--- config.mk ---
export PLATFORM = sky130hd
export DESIGN_NAME = wheel_rpm_ascii_frame_encoder
export DESIGN_NICKNAME = d
export VERILOG_FILES = /design/src/sv/wrpm_pkg.sv /design/src/sv/wheel_rpm_ascii_frame_encoder.sv /design/src/sv/wrpm_wheel_lane.sv
export SDC_FILE = /design/constraint.sdc
export NUM_CORES = 2
export LEC_CHECK = 0
export BUFFER_PORTS_ARGS = -buffer_cell sky130_fd_sc_hd__buf_2
export CAP_MARGIN = 20
export CORE_AREA = 4 4 372 374
export DETAILED_ROUTE_END_ITERATION = 7
export DIE_AREA = 0 0 376 378
export PLACE_DENSITY = 0.85
export SLEW_MARGIN = 20
export SYNTH_ARGS = -nofsm -noshare
export SYNTH_HDL_FRONTEND = slang
export SYNTH_HIERARCHICAL = 1
export SYNTH_SLANG_ARGS = --single-unit
--- constraint.sdc ---
create_clock -name clk -period 9.6 [get_ports clk]
set_input_delay 1.92 -clock clk [delete_from_list [all_inputs] [get_ports clk]]
set_output_delay 1.92 -clock clk [all_outputs]
set_load 0.01 [all_outputs]
--- src/sv/wrpm_pkg.sv ---
// shared types, constants and widths of the wheel rpm frame encoder
package wrpm_pkg;

	// velocity field width, signed Q8.16
	localparam int VELOCITY_WIDTH = 24;
	localparam int GEAR_W         = 16;

	// product of magnitude and gear ratio, widened so the saturation bit always exists
	localparam int SAT_BIT  = 35;
	localparam int PROD_W   = VELOCITY_WIDTH + GEAR_W;
	localparam int P_EXT_W  = (PROD_W > SAT_BIT) ? PROD_W : SAT_BIT + 1;

	// 60/(2*pi) scaled by 2^24
	localparam int K_W = 28;
	localparam logic [K_W-1:0] RPM_K_Q24 = 28'd160210611;

	localparam int RPM_W = 14;
	localparam logic [RPM_W-1:0] RPM_LIMIT = 14'd9999;

	// frame layout
	localparam int FRAME_LEN = 18;
	localparam int IDX_W     = 5;
	localparam logic [IDX_W-1:0] IDX_LAST = 5'(FRAME_LEN - 1);

	localparam logic [7:0] ASCII_ZERO    = 8'h30;
	localparam logic [7:0] ASCII_ONE     = 8'h31;
	localparam logic [7:0] ASCII_FIVE    = 8'h35;
	localparam logic [7:0] ASCII_SIX     = 8'h36;
	localparam logic [7:0] ASCII_SEVEN   = 8'h37;
	localparam logic [7:0] ASCII_PLUS    = 8'h2B;
	localparam logic [7:0] ASCII_MINUS   = 8'h2D;
	localparam logic [7:0] ASCII_NEWLINE = 8'h0A;

	// opcode values
	localparam logic OP_DRIVE = 1'b0;
	localparam logic OP_STOP  = 1'b1;

	// one wheel field: minus flag and four bcd digits, most significant first
	typedef struct packed {
		logic       minus;
		logic [3:0] d3;
		logic [3:0] d2;
		logic [3:0] d1;
		logic [3:0] d0;
	} wheel_field_t;

	// one finished frame waiting for the serializer
	typedef struct packed {
		logic         opcode;
		wheel_field_t right;
		wheel_field_t left;
	} frame_entry_t;

endpackage

--- src/sv/wheel_rpm_ascii_frame_encoder.sv ---
// top level: command intake, two rpm lanes, frame queue and byte serializer
// each item becomes one frame of 18 bytes, sent at one byte per cycle while a frame is active
// back to back frames leave no gap; busy rises once two items are in flight
// arst_n clears valid bits, queue, serializer and sets gear_ratio to 256
// the receiver cannot stall: every strobed byte is a transfer
module wheel_rpm_ascii_frame_encoder
	import wrpm_pkg::*;
(
	input  logic                             clk,
	input  logic                             arst_n,
	input  logic                             start,
	output logic                             busy,
	input  logic signed [VELOCITY_WIDTH-1:0] right_velocity,
	input  logic signed [VELOCITY_WIDTH-1:0] left_velocity,
	input  logic                             opcode,
	input  logic                             cfg_valid,
	output logic                             cfg_ready,
	input  logic        [GEAR_W-1:0]         cfg_data,
	output logic                             strobe,
	output logic        [7:0]                frame_byte,
	output logic                             last_byte
);

	logic [GEAR_W-1:0] gear_ratio_q;
	logic              accept;
	logic              pop;
	logic [1:0]        inflight_q;
	logic              v_s1, v_s2, v_s3, v_s4, v_s5, v_s6, v_s7;
	logic              op_s1, op_s2, op_s3, op_s4, op_s5, op_s6, op_s7;
	wheel_field_t      right_field;
	wheel_field_t      left_field;
	frame_entry_t      fifo_q [2];
	logic              wr_ptr_q;
	logic              rd_ptr_q;
	logic [1:0]        fifo_cnt_q;
	frame_entry_t      cur_q;
	logic              act_q;
	logic [IDX_W-1:0]  idx_q;
	logic [7:0]        byte_c;
	logic              strobe_q;
	logic [7:0]        byte_q;
	logic              last_q;

	// configuration register, always ready
	assign cfg_ready = 1'b1;

	always_ff @(posedge clk or negedge arst_n) begin
		if (!arst_n) begin
			gear_ratio_q <= 16'd256;
		end else if (cfg_valid && cfg_ready) begin
			gear_ratio_q <= cfg_data;
		end
	end

	// intake credit: items in the lanes plus those queued
	assign busy   = (inflight_q == 2'd2);
	assign accept = start && !busy;
	assign pop    = (fifo_cnt_q != 2'd0) && (!act_q || (idx_q == IDX_LAST));

	always_ff @(posedge clk or negedge arst_n) begin
		if (!arst_n) begin
			inflight_q <= 2'd0;
		end else begin
			inflight_q <= inflight_q + 2'(accept) - 2'(pop);
		end
	end

	// valid and opcode travel alongside the lanes
	always_ff @(posedge clk or negedge arst_n) begin
		if (!arst_n) begin
			v_s1 <= 1'b0;
			v_s2 <= 1'b0;
			v_s3 <= 1'b0;
			v_s4 <= 1'b0;
			v_s5 <= 1'b0;
			v_s6 <= 1'b0;
			v_s7 <= 1'b0;
		end else begin
			v_s1 <= accept;
			v_s2 <= v_s1;
			v_s3 <= v_s2;
			v_s4 <= v_s3;
			v_s5 <= v_s4;
			v_s6 <= v_s5;
			v_s7 <= v_s6;
		end
	end

	always_ff @(posedge clk) begin
		op_s1 <= opcode;
		op_s2 <= op_s1;
		op_s3 <= op_s2;
		op_s4 <= op_s3;
		op_s5 <= op_s4;
		op_s6 <= op_s5;
		op_s7 <= op_s6;
	end

	// rpm lanes, left wheel negated
	wrpm_wheel_lane u_right (
		.clk        (clk),
		.velocity   (right_velocity),
		.negate     (1'b0),
		.gear_ratio (gear_ratio_q),
		.field      (right_field)
	);

	wrpm_wheel_lane u_left (
		.clk        (clk),
		.velocity   (left_velocity),
		.negate     (1'b1),
		.gear_ratio (gear_ratio_q),
		.field      (left_field)
	);

	// two-entry frame queue
	always_ff @(posedge clk) begin
		if (v_s7) begin
			fifo_q[wr_ptr_q] <= '{opcode: op_s7, right: right_field, left: left_field};
		end
	end

	always_ff @(posedge clk or negedge arst_n) begin
		if (!arst_n) begin
			wr_ptr_q   <= 1'b0;
			rd_ptr_q   <= 1'b0;
			fifo_cnt_q <= 2'd0;
		end else begin
			if (v_s7) begin
				wr_ptr_q <= !wr_ptr_q;
			end
			if (pop) begin
				rd_ptr_q <= !rd_ptr_q;
			end
			fifo_cnt_q <= fifo_cnt_q + 2'(v_s7) - 2'(pop);
		end
	end

	// serializer: load a frame, then step through its bytes
	always_ff @(posedge clk or negedge arst_n) begin
		if (!arst_n) begin
			act_q <= 1'b0;
			idx_q <= '0;
		end else if (pop) begin
			act_q <= 1'b1;
			idx_q <= '0;
		end else if (act_q) begin
			if (idx_q == IDX_LAST) begin
				act_q <= 1'b0;
			end else begin
				idx_q <= idx_q + 1'b1;
			end
		end
	end

	always_ff @(posedge clk) begin
		if (pop) begin
			cur_q <= fifo_q[rd_ptr_q];
		end
	end

	// byte select for the current position
	always_comb begin
		case (idx_q)
			5'd0, 5'd1:   byte_c = ASCII_SEVEN;
			5'd2, 5'd3:   byte_c = ASCII_SIX;
			5'd4:         byte_c = (cur_q.opcode == OP_STOP) ? ASCII_SEVEN : ASCII_ONE;
			5'd5:         byte_c = cur_q.right.minus ? ASCII_MINUS : ASCII_PLUS;
			5'd6:         byte_c = ASCII_ZERO | 8'(cur_q.right.d3);
			5'd7:         byte_c = ASCII_ZERO | 8'(cur_q.right.d2);
			5'd8:         byte_c = ASCII_ZERO | 8'(cur_q.right.d1);
			5'd9:         byte_c = ASCII_ZERO | 8'(cur_q.right.d0);
			5'd10:        byte_c = cur_q.left.minus ? ASCII_MINUS : ASCII_PLUS;
			5'd11:        byte_c = ASCII_ZERO | 8'(cur_q.left.d3);
			5'd12:        byte_c = ASCII_ZERO | 8'(cur_q.left.d2);
			5'd13:        byte_c = ASCII_ZERO | 8'(cur_q.left.d1);
			5'd14:        byte_c = ASCII_ZERO | 8'(cur_q.left.d0);
			5'd15, 5'd16: byte_c = ASCII_FIVE;
			default:      byte_c = ASCII_NEWLINE;
		endcase
	end

	// registered result port
	always_ff @(posedge clk or negedge arst_n) begin
		if (!arst_n) begin
			strobe_q <= 1'b0;
			last_q   <= 1'b0;
		end else begin
			strobe_q <= act_q;
			last_q   <= act_q && (idx_q == IDX_LAST);
		end
	end

	always_ff @(posedge clk) begin
		byte_q <= byte_c;
	end

	assign strobe     = strobe_q;
	assign frame_byte = byte_q;
	assign last_byte  = last_q;

	// queue never holds more than the credit allows
	a_fifo_le_credit: assert property (@(posedge clk) disable iff (!arst_n)
		fifo_cnt_q <= inflight_q)
		else $error("frame queue holds more entries than items in flight");

	// credit equals items in the lanes plus queued frames
	a_credit_sum: assert property (@(posedge clk) disable iff (!arst_n)
		($countones({v_s1, v_s2, v_s3, v_s4, v_s5, v_s6, v_s7}) + fifo_cnt_q) == inflight_q)
		else $error("in-flight credit out of step with pipeline and queue");

	// a frame end is followed by silence or the start of the next frame
	a_frame_follow: assert property (@(posedge clk) disable iff (!arst_n)
		(strobe && last_byte) |=> (!strobe || (frame_byte == ASCII_SEVEN && !last_byte)))
		else $error("byte after frame end is not a frame start");

	// a taken item always passes v_s1 through v_s7 and reaches the queue
	a_item_arrives: assert property (@(posedge clk) disable iff (!arst_n)
		accept |-> ##7 v_s7)
		else $error("accepted item lost in the rpm pipeline");

endmodule

--- src/sv/wrpm_wheel_lane.sv ---
// seven-stage lane that turns one wheel velocity into a signed four-digit rpm field
module wrpm_wheel_lane
	import wrpm_pkg::*;
(
	input  logic                             clk,
	input  logic signed [VELOCITY_WIDTH-1:0] velocity,
	input  logic                             negate,
	input  logic        [GEAR_W-1:0]         gear_ratio,
	output wheel_field_t                     field
);

	localparam logic [RPM_W-1:0] RECIP_1000 = 14'd8389;
	localparam logic [5:0]       RECIP_100  = 6'd41;
	localparam logic [7:0]       RECIP_10   = 8'd205;

	logic [VELOCITY_WIDTH-1:0] vel_u;
	logic [VELOCITY_WIDTH-1:0] mag_s1;
	logic                      neg_s1;
	logic [P_EXT_W-1:0]        p_s2;
	logic                      neg_s2;
	logic                      sat_s3;
	logic [45:0]               hi_s3;
	logic [44:0]               lo_s3;
	logic                      neg_s3;
	logic [RPM_W-1:0]          rpm_s4;
	logic                      neg_s4;
	logic [3:0]                d3_s5;
	logic [9:0]                r1_s5;
	logic                      minus_s5;
	logic [3:0]                d3_s6;
	logic [3:0]                d2_s6;
	logic [6:0]                r2_s6;
	logic                      minus_s6;
	wheel_field_t              field_s7;

	logic [62:0]      sum_c;
	logic [14:0]      r_c;
	logic [27:0]      q1_prod_c;
	logic [3:0]       q1_c;
	logic [RPM_W-1:0] rem1_c;
	logic [15:0]      q2_prod_c;
	logic [3:0]       q2_c;
	logic [9:0]       rem2_c;
	logic [14:0]      q3_prod_c;
	logic [3:0]       q3_c;
	logic [6:0]       rem3_c;

	assign vel_u = velocity;

	// rounding add and magnitude extraction of the scaled product
	always_comb begin
		sum_c = {hi_s3, 17'b0} + 63'(lo_s3) + (63'(1) << 47);
		r_c   = sum_c[62:48];
	end

	// digit extraction by reciprocal multiply, exact for the value ranges used
	always_comb begin
		q1_prod_c = 28'(rpm_s4) * 28'(RECIP_1000);
		q1_c      = q1_prod_c[26:23];
		rem1_c    = rpm_s4 - (14'(q1_c) * 14'd1000);
		q2_prod_c = 16'(r1_s5) * 16'(RECIP_100);
		q2_c      = q2_prod_c[15:12];
		rem2_c    = r1_s5 - (10'(q2_c) * 10'd100);
		q3_prod_c = 15'(r2_s6) * 15'(RECIP_10);
		q3_c      = q3_prod_c[14:11];
		rem3_c    = r2_s6 - (7'(q3_c) * 7'd10);
	end

	// lane stages, payload only
	always_ff @(posedge clk) begin
		// s1: magnitude and final sign
		neg_s1 <= vel_u[VELOCITY_WIDTH-1] ^ negate;
		mag_s1 <= vel_u[VELOCITY_WIDTH-1] ? (~vel_u + 1'b1) : vel_u;
		// s2: times gear ratio
		p_s2   <= {{(P_EXT_W-VELOCITY_WIDTH){1'b0}}, mag_s1}
			* {{(P_EXT_W-GEAR_W){1'b0}}, gear_ratio};
		neg_s2 <= neg_s1;
		// s3: overflow check and two partial products with the rpm constant
		sat_s3 <= |p_s2[P_EXT_W-1:SAT_BIT];
		hi_s3  <= 46'(p_s2[34:17]) * 46'(RPM_K_Q24);
		lo_s3  <= 45'(p_s2[16:0]) * 45'(RPM_K_Q24);
		neg_s3 <= neg_s2;
		// s4: round and saturate
		rpm_s4 <= (sat_s3 || (r_c > 15'(RPM_LIMIT))) ? RPM_LIMIT : r_c[RPM_W-1:0];
		neg_s4 <= neg_s3;
		// s5: thousands digit, zero rpm always gets plus
		d3_s5    <= q1_c;
		r1_s5    <= rem1_c[9:0];
		minus_s5 <= neg_s4 && (rpm_s4 != '0);
		// s6: hundreds digit
		d3_s6    <= d3_s5;
		d2_s6    <= q2_c;
		r2_s6    <= rem2_c[6:0];
		minus_s6 <= minus_s5;
		// s7: tens and ones
		field_s7.minus <= minus_s6;
		field_s7.d3    <= d3_s6;
		field_s7.d2    <= d2_s6;
		field_s7.d1    <= q3_c;
		field_s7.d0    <= rem3_c[3:0];
	end

	assign field = field_s7;

endmodule
==> results.json <==
{
  "start_util": 0.597,
  "syn_inst": 7990,
  "fin_crit_ns": 7.79,
  "grt.total_usage": 0.272,
  "crit_fanout": 25,
  "grt_pass1_wl_um": 311000,
  "final_cell_mix": "inv_1 (1,945), ha_1 (1,358), fa_1 (1,344), nand2_1 (554), dfxtp_1 (423)",
  "crit_top_cell": "fa_1",
  "synthFlopType": "dfxtp_1",
  "dp_hpwl_um": 152000,
  "fin_nets": 10800,
  "regToRegEndpoint": "u_left/p_s2[33]$_DFF_P_",
  "first_iter_violations": 3987,
  "viasPerCell": 5.65,
  "grt_max_degree": 49,
  "pin_count": 81,
  "n_fill_cell": 10200,
  "maxSlewHeadroom": 0.281,
  "remaining_drc_errors": 0,
  "cts_tree": "done",
  "start_kind": "register",
  "asyncSetResetFlopFracSynth": 0.0655,
  "critPathCaptureType": "register",
  "area.growth.synth_to_final_pct": 5.65,
  "grt_pass1_vias": 61800,
  "drv_cap": 0,
  "skew_ns": 0.0472,
  "setup_viol": 0,
  "crit_required_ns": 10.11,
  "yosysWarnings": 6,
  "cts_hold_repair.buffers": 0,
  "worst_pin_slew_ns": 1.08,
  "cts.sink_count": 565,
  "htreeDepth": 3,
  "worst_path_max_delay_cell": "dfrtp_1",
  "worstRegToRegCells": 19,
  "crit_family": "adder cells",
  "wirelength_um": 187000,
  "wire_per_inst_um": 19.0,
  "finalCritPeriodShare": 0.811,
  "synth_area_um2": 80600,
  "yosys.cell_types.count": 102,
  "max_freq_mhz": 128,
  "hold_path.class": "register to register",
  "vias": 55600,
  "hold_viol": 0,
  "regArea_um2": 12500,
  "n_antenna_cell": 0,
  "synth_seq_cells": 565,
  "clock-root-buffer": "clkbuf_16",
  "multi_input_area_um2": 60200,
  "cp_cell_sequence": "buf_4 > nand2_1 > fa_1 > inv_1 > fa_1 > fa_1 > fa_1 > inv_1 > fa_1 > inv_1 > fa_1 > ha_1 > and4_1 > o21ai_0 > a211oi_1 > o21ai_1 > o311a_1 > nor2_1 > xor2_1",
  "rows": 135,
  "grt_antenna_before_repair": 2,
  "overflow": 0,
  "crit_type": "register to register",
  "slowest_delay_ns": 1.05,
  "cts_buffers": 67,
  "crit_path_end": "u_left/p_s2[33]$_DFF_P_",
  "r2r_start": "gear_ratio_q[9]$_DFFE_PN0P_",
  "io_buffer_count": 77,
  "syn_area_per_cell_um2": 10.1,
  "cts.path.max_buffers": 3,
  "grt_setup_unrepaired": "no",
  "dp_slack_ns": 2.13,
  "r2r_slack_ns": 1.81,
  "drive_gt1_frac": 0.0434,
  "cts_resized": 0,
  "die-area_um2": 142000,
  "setup_tns_ns": 0,
  "cp.arrival_ns": 8.30,
  "synth.yosys.seq_area_share": 0.156,
  "coreArea_um2": 135000,
  "worst_slack_ns": 1.81,
  "status": "finished, final reports clean",
  "clkSlewWorstSetupHoldPaths_ns": 0.06,
  "crit_path_start": "gear_ratio_q[9]$_DFFE_PN0P_",
  "final_common_cell": "inv_1",
  "place.gp.congestion": 0.970,
  "clock_latency_ns": 0.71,
  "crit_cells": 19,
  "post_cts_buffers": 0,
  "drtAntennaViolNets": 0,
  "die_y_um": 378,
  "path_buf_inv": 4,
  "die_w_um": 376,
  "dr.pass1.iters": 6,
  "slew_violations": 0,
  "synth-edff-count": 105
}
[cells by family after synthesis]
kind of cell               Yosys count  synth area share
buffers and inverters             2104            0.0987
muxes                               59           0.00819
xor gates and xnor gates           317            0.0344
adders and majority gates         2702             0.544
other                                2         0.0000931
and+or+nand+nor                   1402            0.0879
AOI/OAI and AO/OA                  839            0.0707
DFF                                565             0.156
[layout make-up]
type	instances	area share
Multi-Input combinational cell	5324	0.706
Clock buffer	79	0.0207
Tap cell	1781	0.0262
Inverter	1945	0.0857
Clock inverter	44	0.00676
Sequential cell	565	0.147
Timing Repair Buffer	106	0.00726
[worst min path at each step]
stage | start | endpoint | slack, ns | cells past startpoint
finish | u_right/minus_s5$_DFF_P_ | u_right/minus_s6$_DFF_P_ | 0.30 | 0
global route | u_right/minus_s5$_DFF_P_ | u_right/minus_s6$_DFF_P_ | 0.30 | 0
CTS | u_right/d3_s5[1]$_DFF_P_ | u_right/d3_s6[1]$_DFF_P_ | 0.29 | 0
detailed placement | u_right/neg_s2$_DFF_P_ | u_right/neg_s3$_DFF_P_ | 0.31 | 0
global placement | u_left/d2_s6[2]$_DFF_P_ | u_left/field[10]$_DFF_P_ | 0.31 | 0
floorplan | op_s1$_DFF_P_ | op_s2$_DFF_P_ | 0.31 | 0
[worst register-to-register path, stage by stage (launching register included)]
cell and delay, ns:
dfrtp_1 1.05, buf_4 0.49, nand2_1 0.15, fa_1 0.58, inv_1 0.06, fa_1 0.53
fa_1 0.46, fa_1 0.55, inv_1 0.05, fa_1 0.56, inv_1 0.07, fa_1 0.47
ha_1 0.40, and4_1 0.29, o21ai_0 0.15, a211oi_1 0.33, o21ai_1 0.19, o311a_1 0.47
nor2_1 0.16, xor2_1 0.59
[cell usage after synthesis (9+ instances only)]
cell type,count,area [um2]
or3_1,9,56.3
clkbuf_1,138,518
dfxtp_1,423,8470
xor2_1,100,876
o41ai_1,13,114
nor2_1,121,454
o31ai_1,15,113
dfrtp_1,36,901
a21o_1,129,968
o21ai_1,20,100
ha_1,1358,17000
nand2b_1,33,206
nor2b_1,22,138
a31o_2,16,140
and4_1,11,96.3
and2_1,392,2450
mux2_2,52,586
o211ai_1,34,255
or4_1,12,90.1
a31oi_1,23,144
o21bai_1,34,255
fa_1,1344,26900
a211oi_1,32,240
and3_1,29,181
or2_2,30,188
nor4_1,14,87.6
nand2_1,554,2080
edfxtp_1,105,3150
o2111ai_1,10,87.6
inv_1,1945,7300
nor3_1,50,250
o21ai_0,114,571
a21oi_1,231,1160
xnor2_1,217,1900
o21a_1,41,308
nand3_1,63,315
nand4_1,32,200
a22oi_1,9,67.6
[metal layers]
metal / wire length, um / vias to the layer above / part of all wire / global-route usage
li1: - / 25100 / - / -
met1: 75500 / 27800 / 0.40 / 0.352
met2: 89600 / 2238 / 0.48 / 0.457
met3: 16000 / 460 / 0.085 / 0.0599
met4: 5880 / 0 / 0.031 / 0.0879
met5: 0 / - / 0 / 0
[metrics by stage]
step | instances | instance area (um2) | utilization | hold WS [ns]
2_1_floorplan | 7993 | 80600 | - | 0.310
3_3_place_gp | 9720 | 82800 | 0.614 | 0.311
3_5_place_dp | 9720 | 82800 | 0.614 | 0.312
4_1_cts | 9843 | 85200 | 0.631 | 0.292
5_1_grt | 9844 | 85200 | 0.631 | 0.299
6_report | 9844 | 85200 | 0.631 | 0.299
[registers in the layout (all words and copies together) (netlist names), 24 cells and up]
| name | count |
|---|---|
| u_left/lo_s3 | 28 |
| u_right/mag_s1 | 24 |
| fifo_q | 70 |
| cur_q | 35 |
| u_left/p_s2 | 40 |
| u_left/mag_s1 | 24 |
| u_left/hi_s3 | 46 |
| u_right/hi_s3 | 46 |
| u_right/lo_s3 | 28 |
| u_right/p_s2 | 40 |
Power is not shown: default switching activity piles up to over one toggle a cycle in this logic, so the estimate is an artifact.
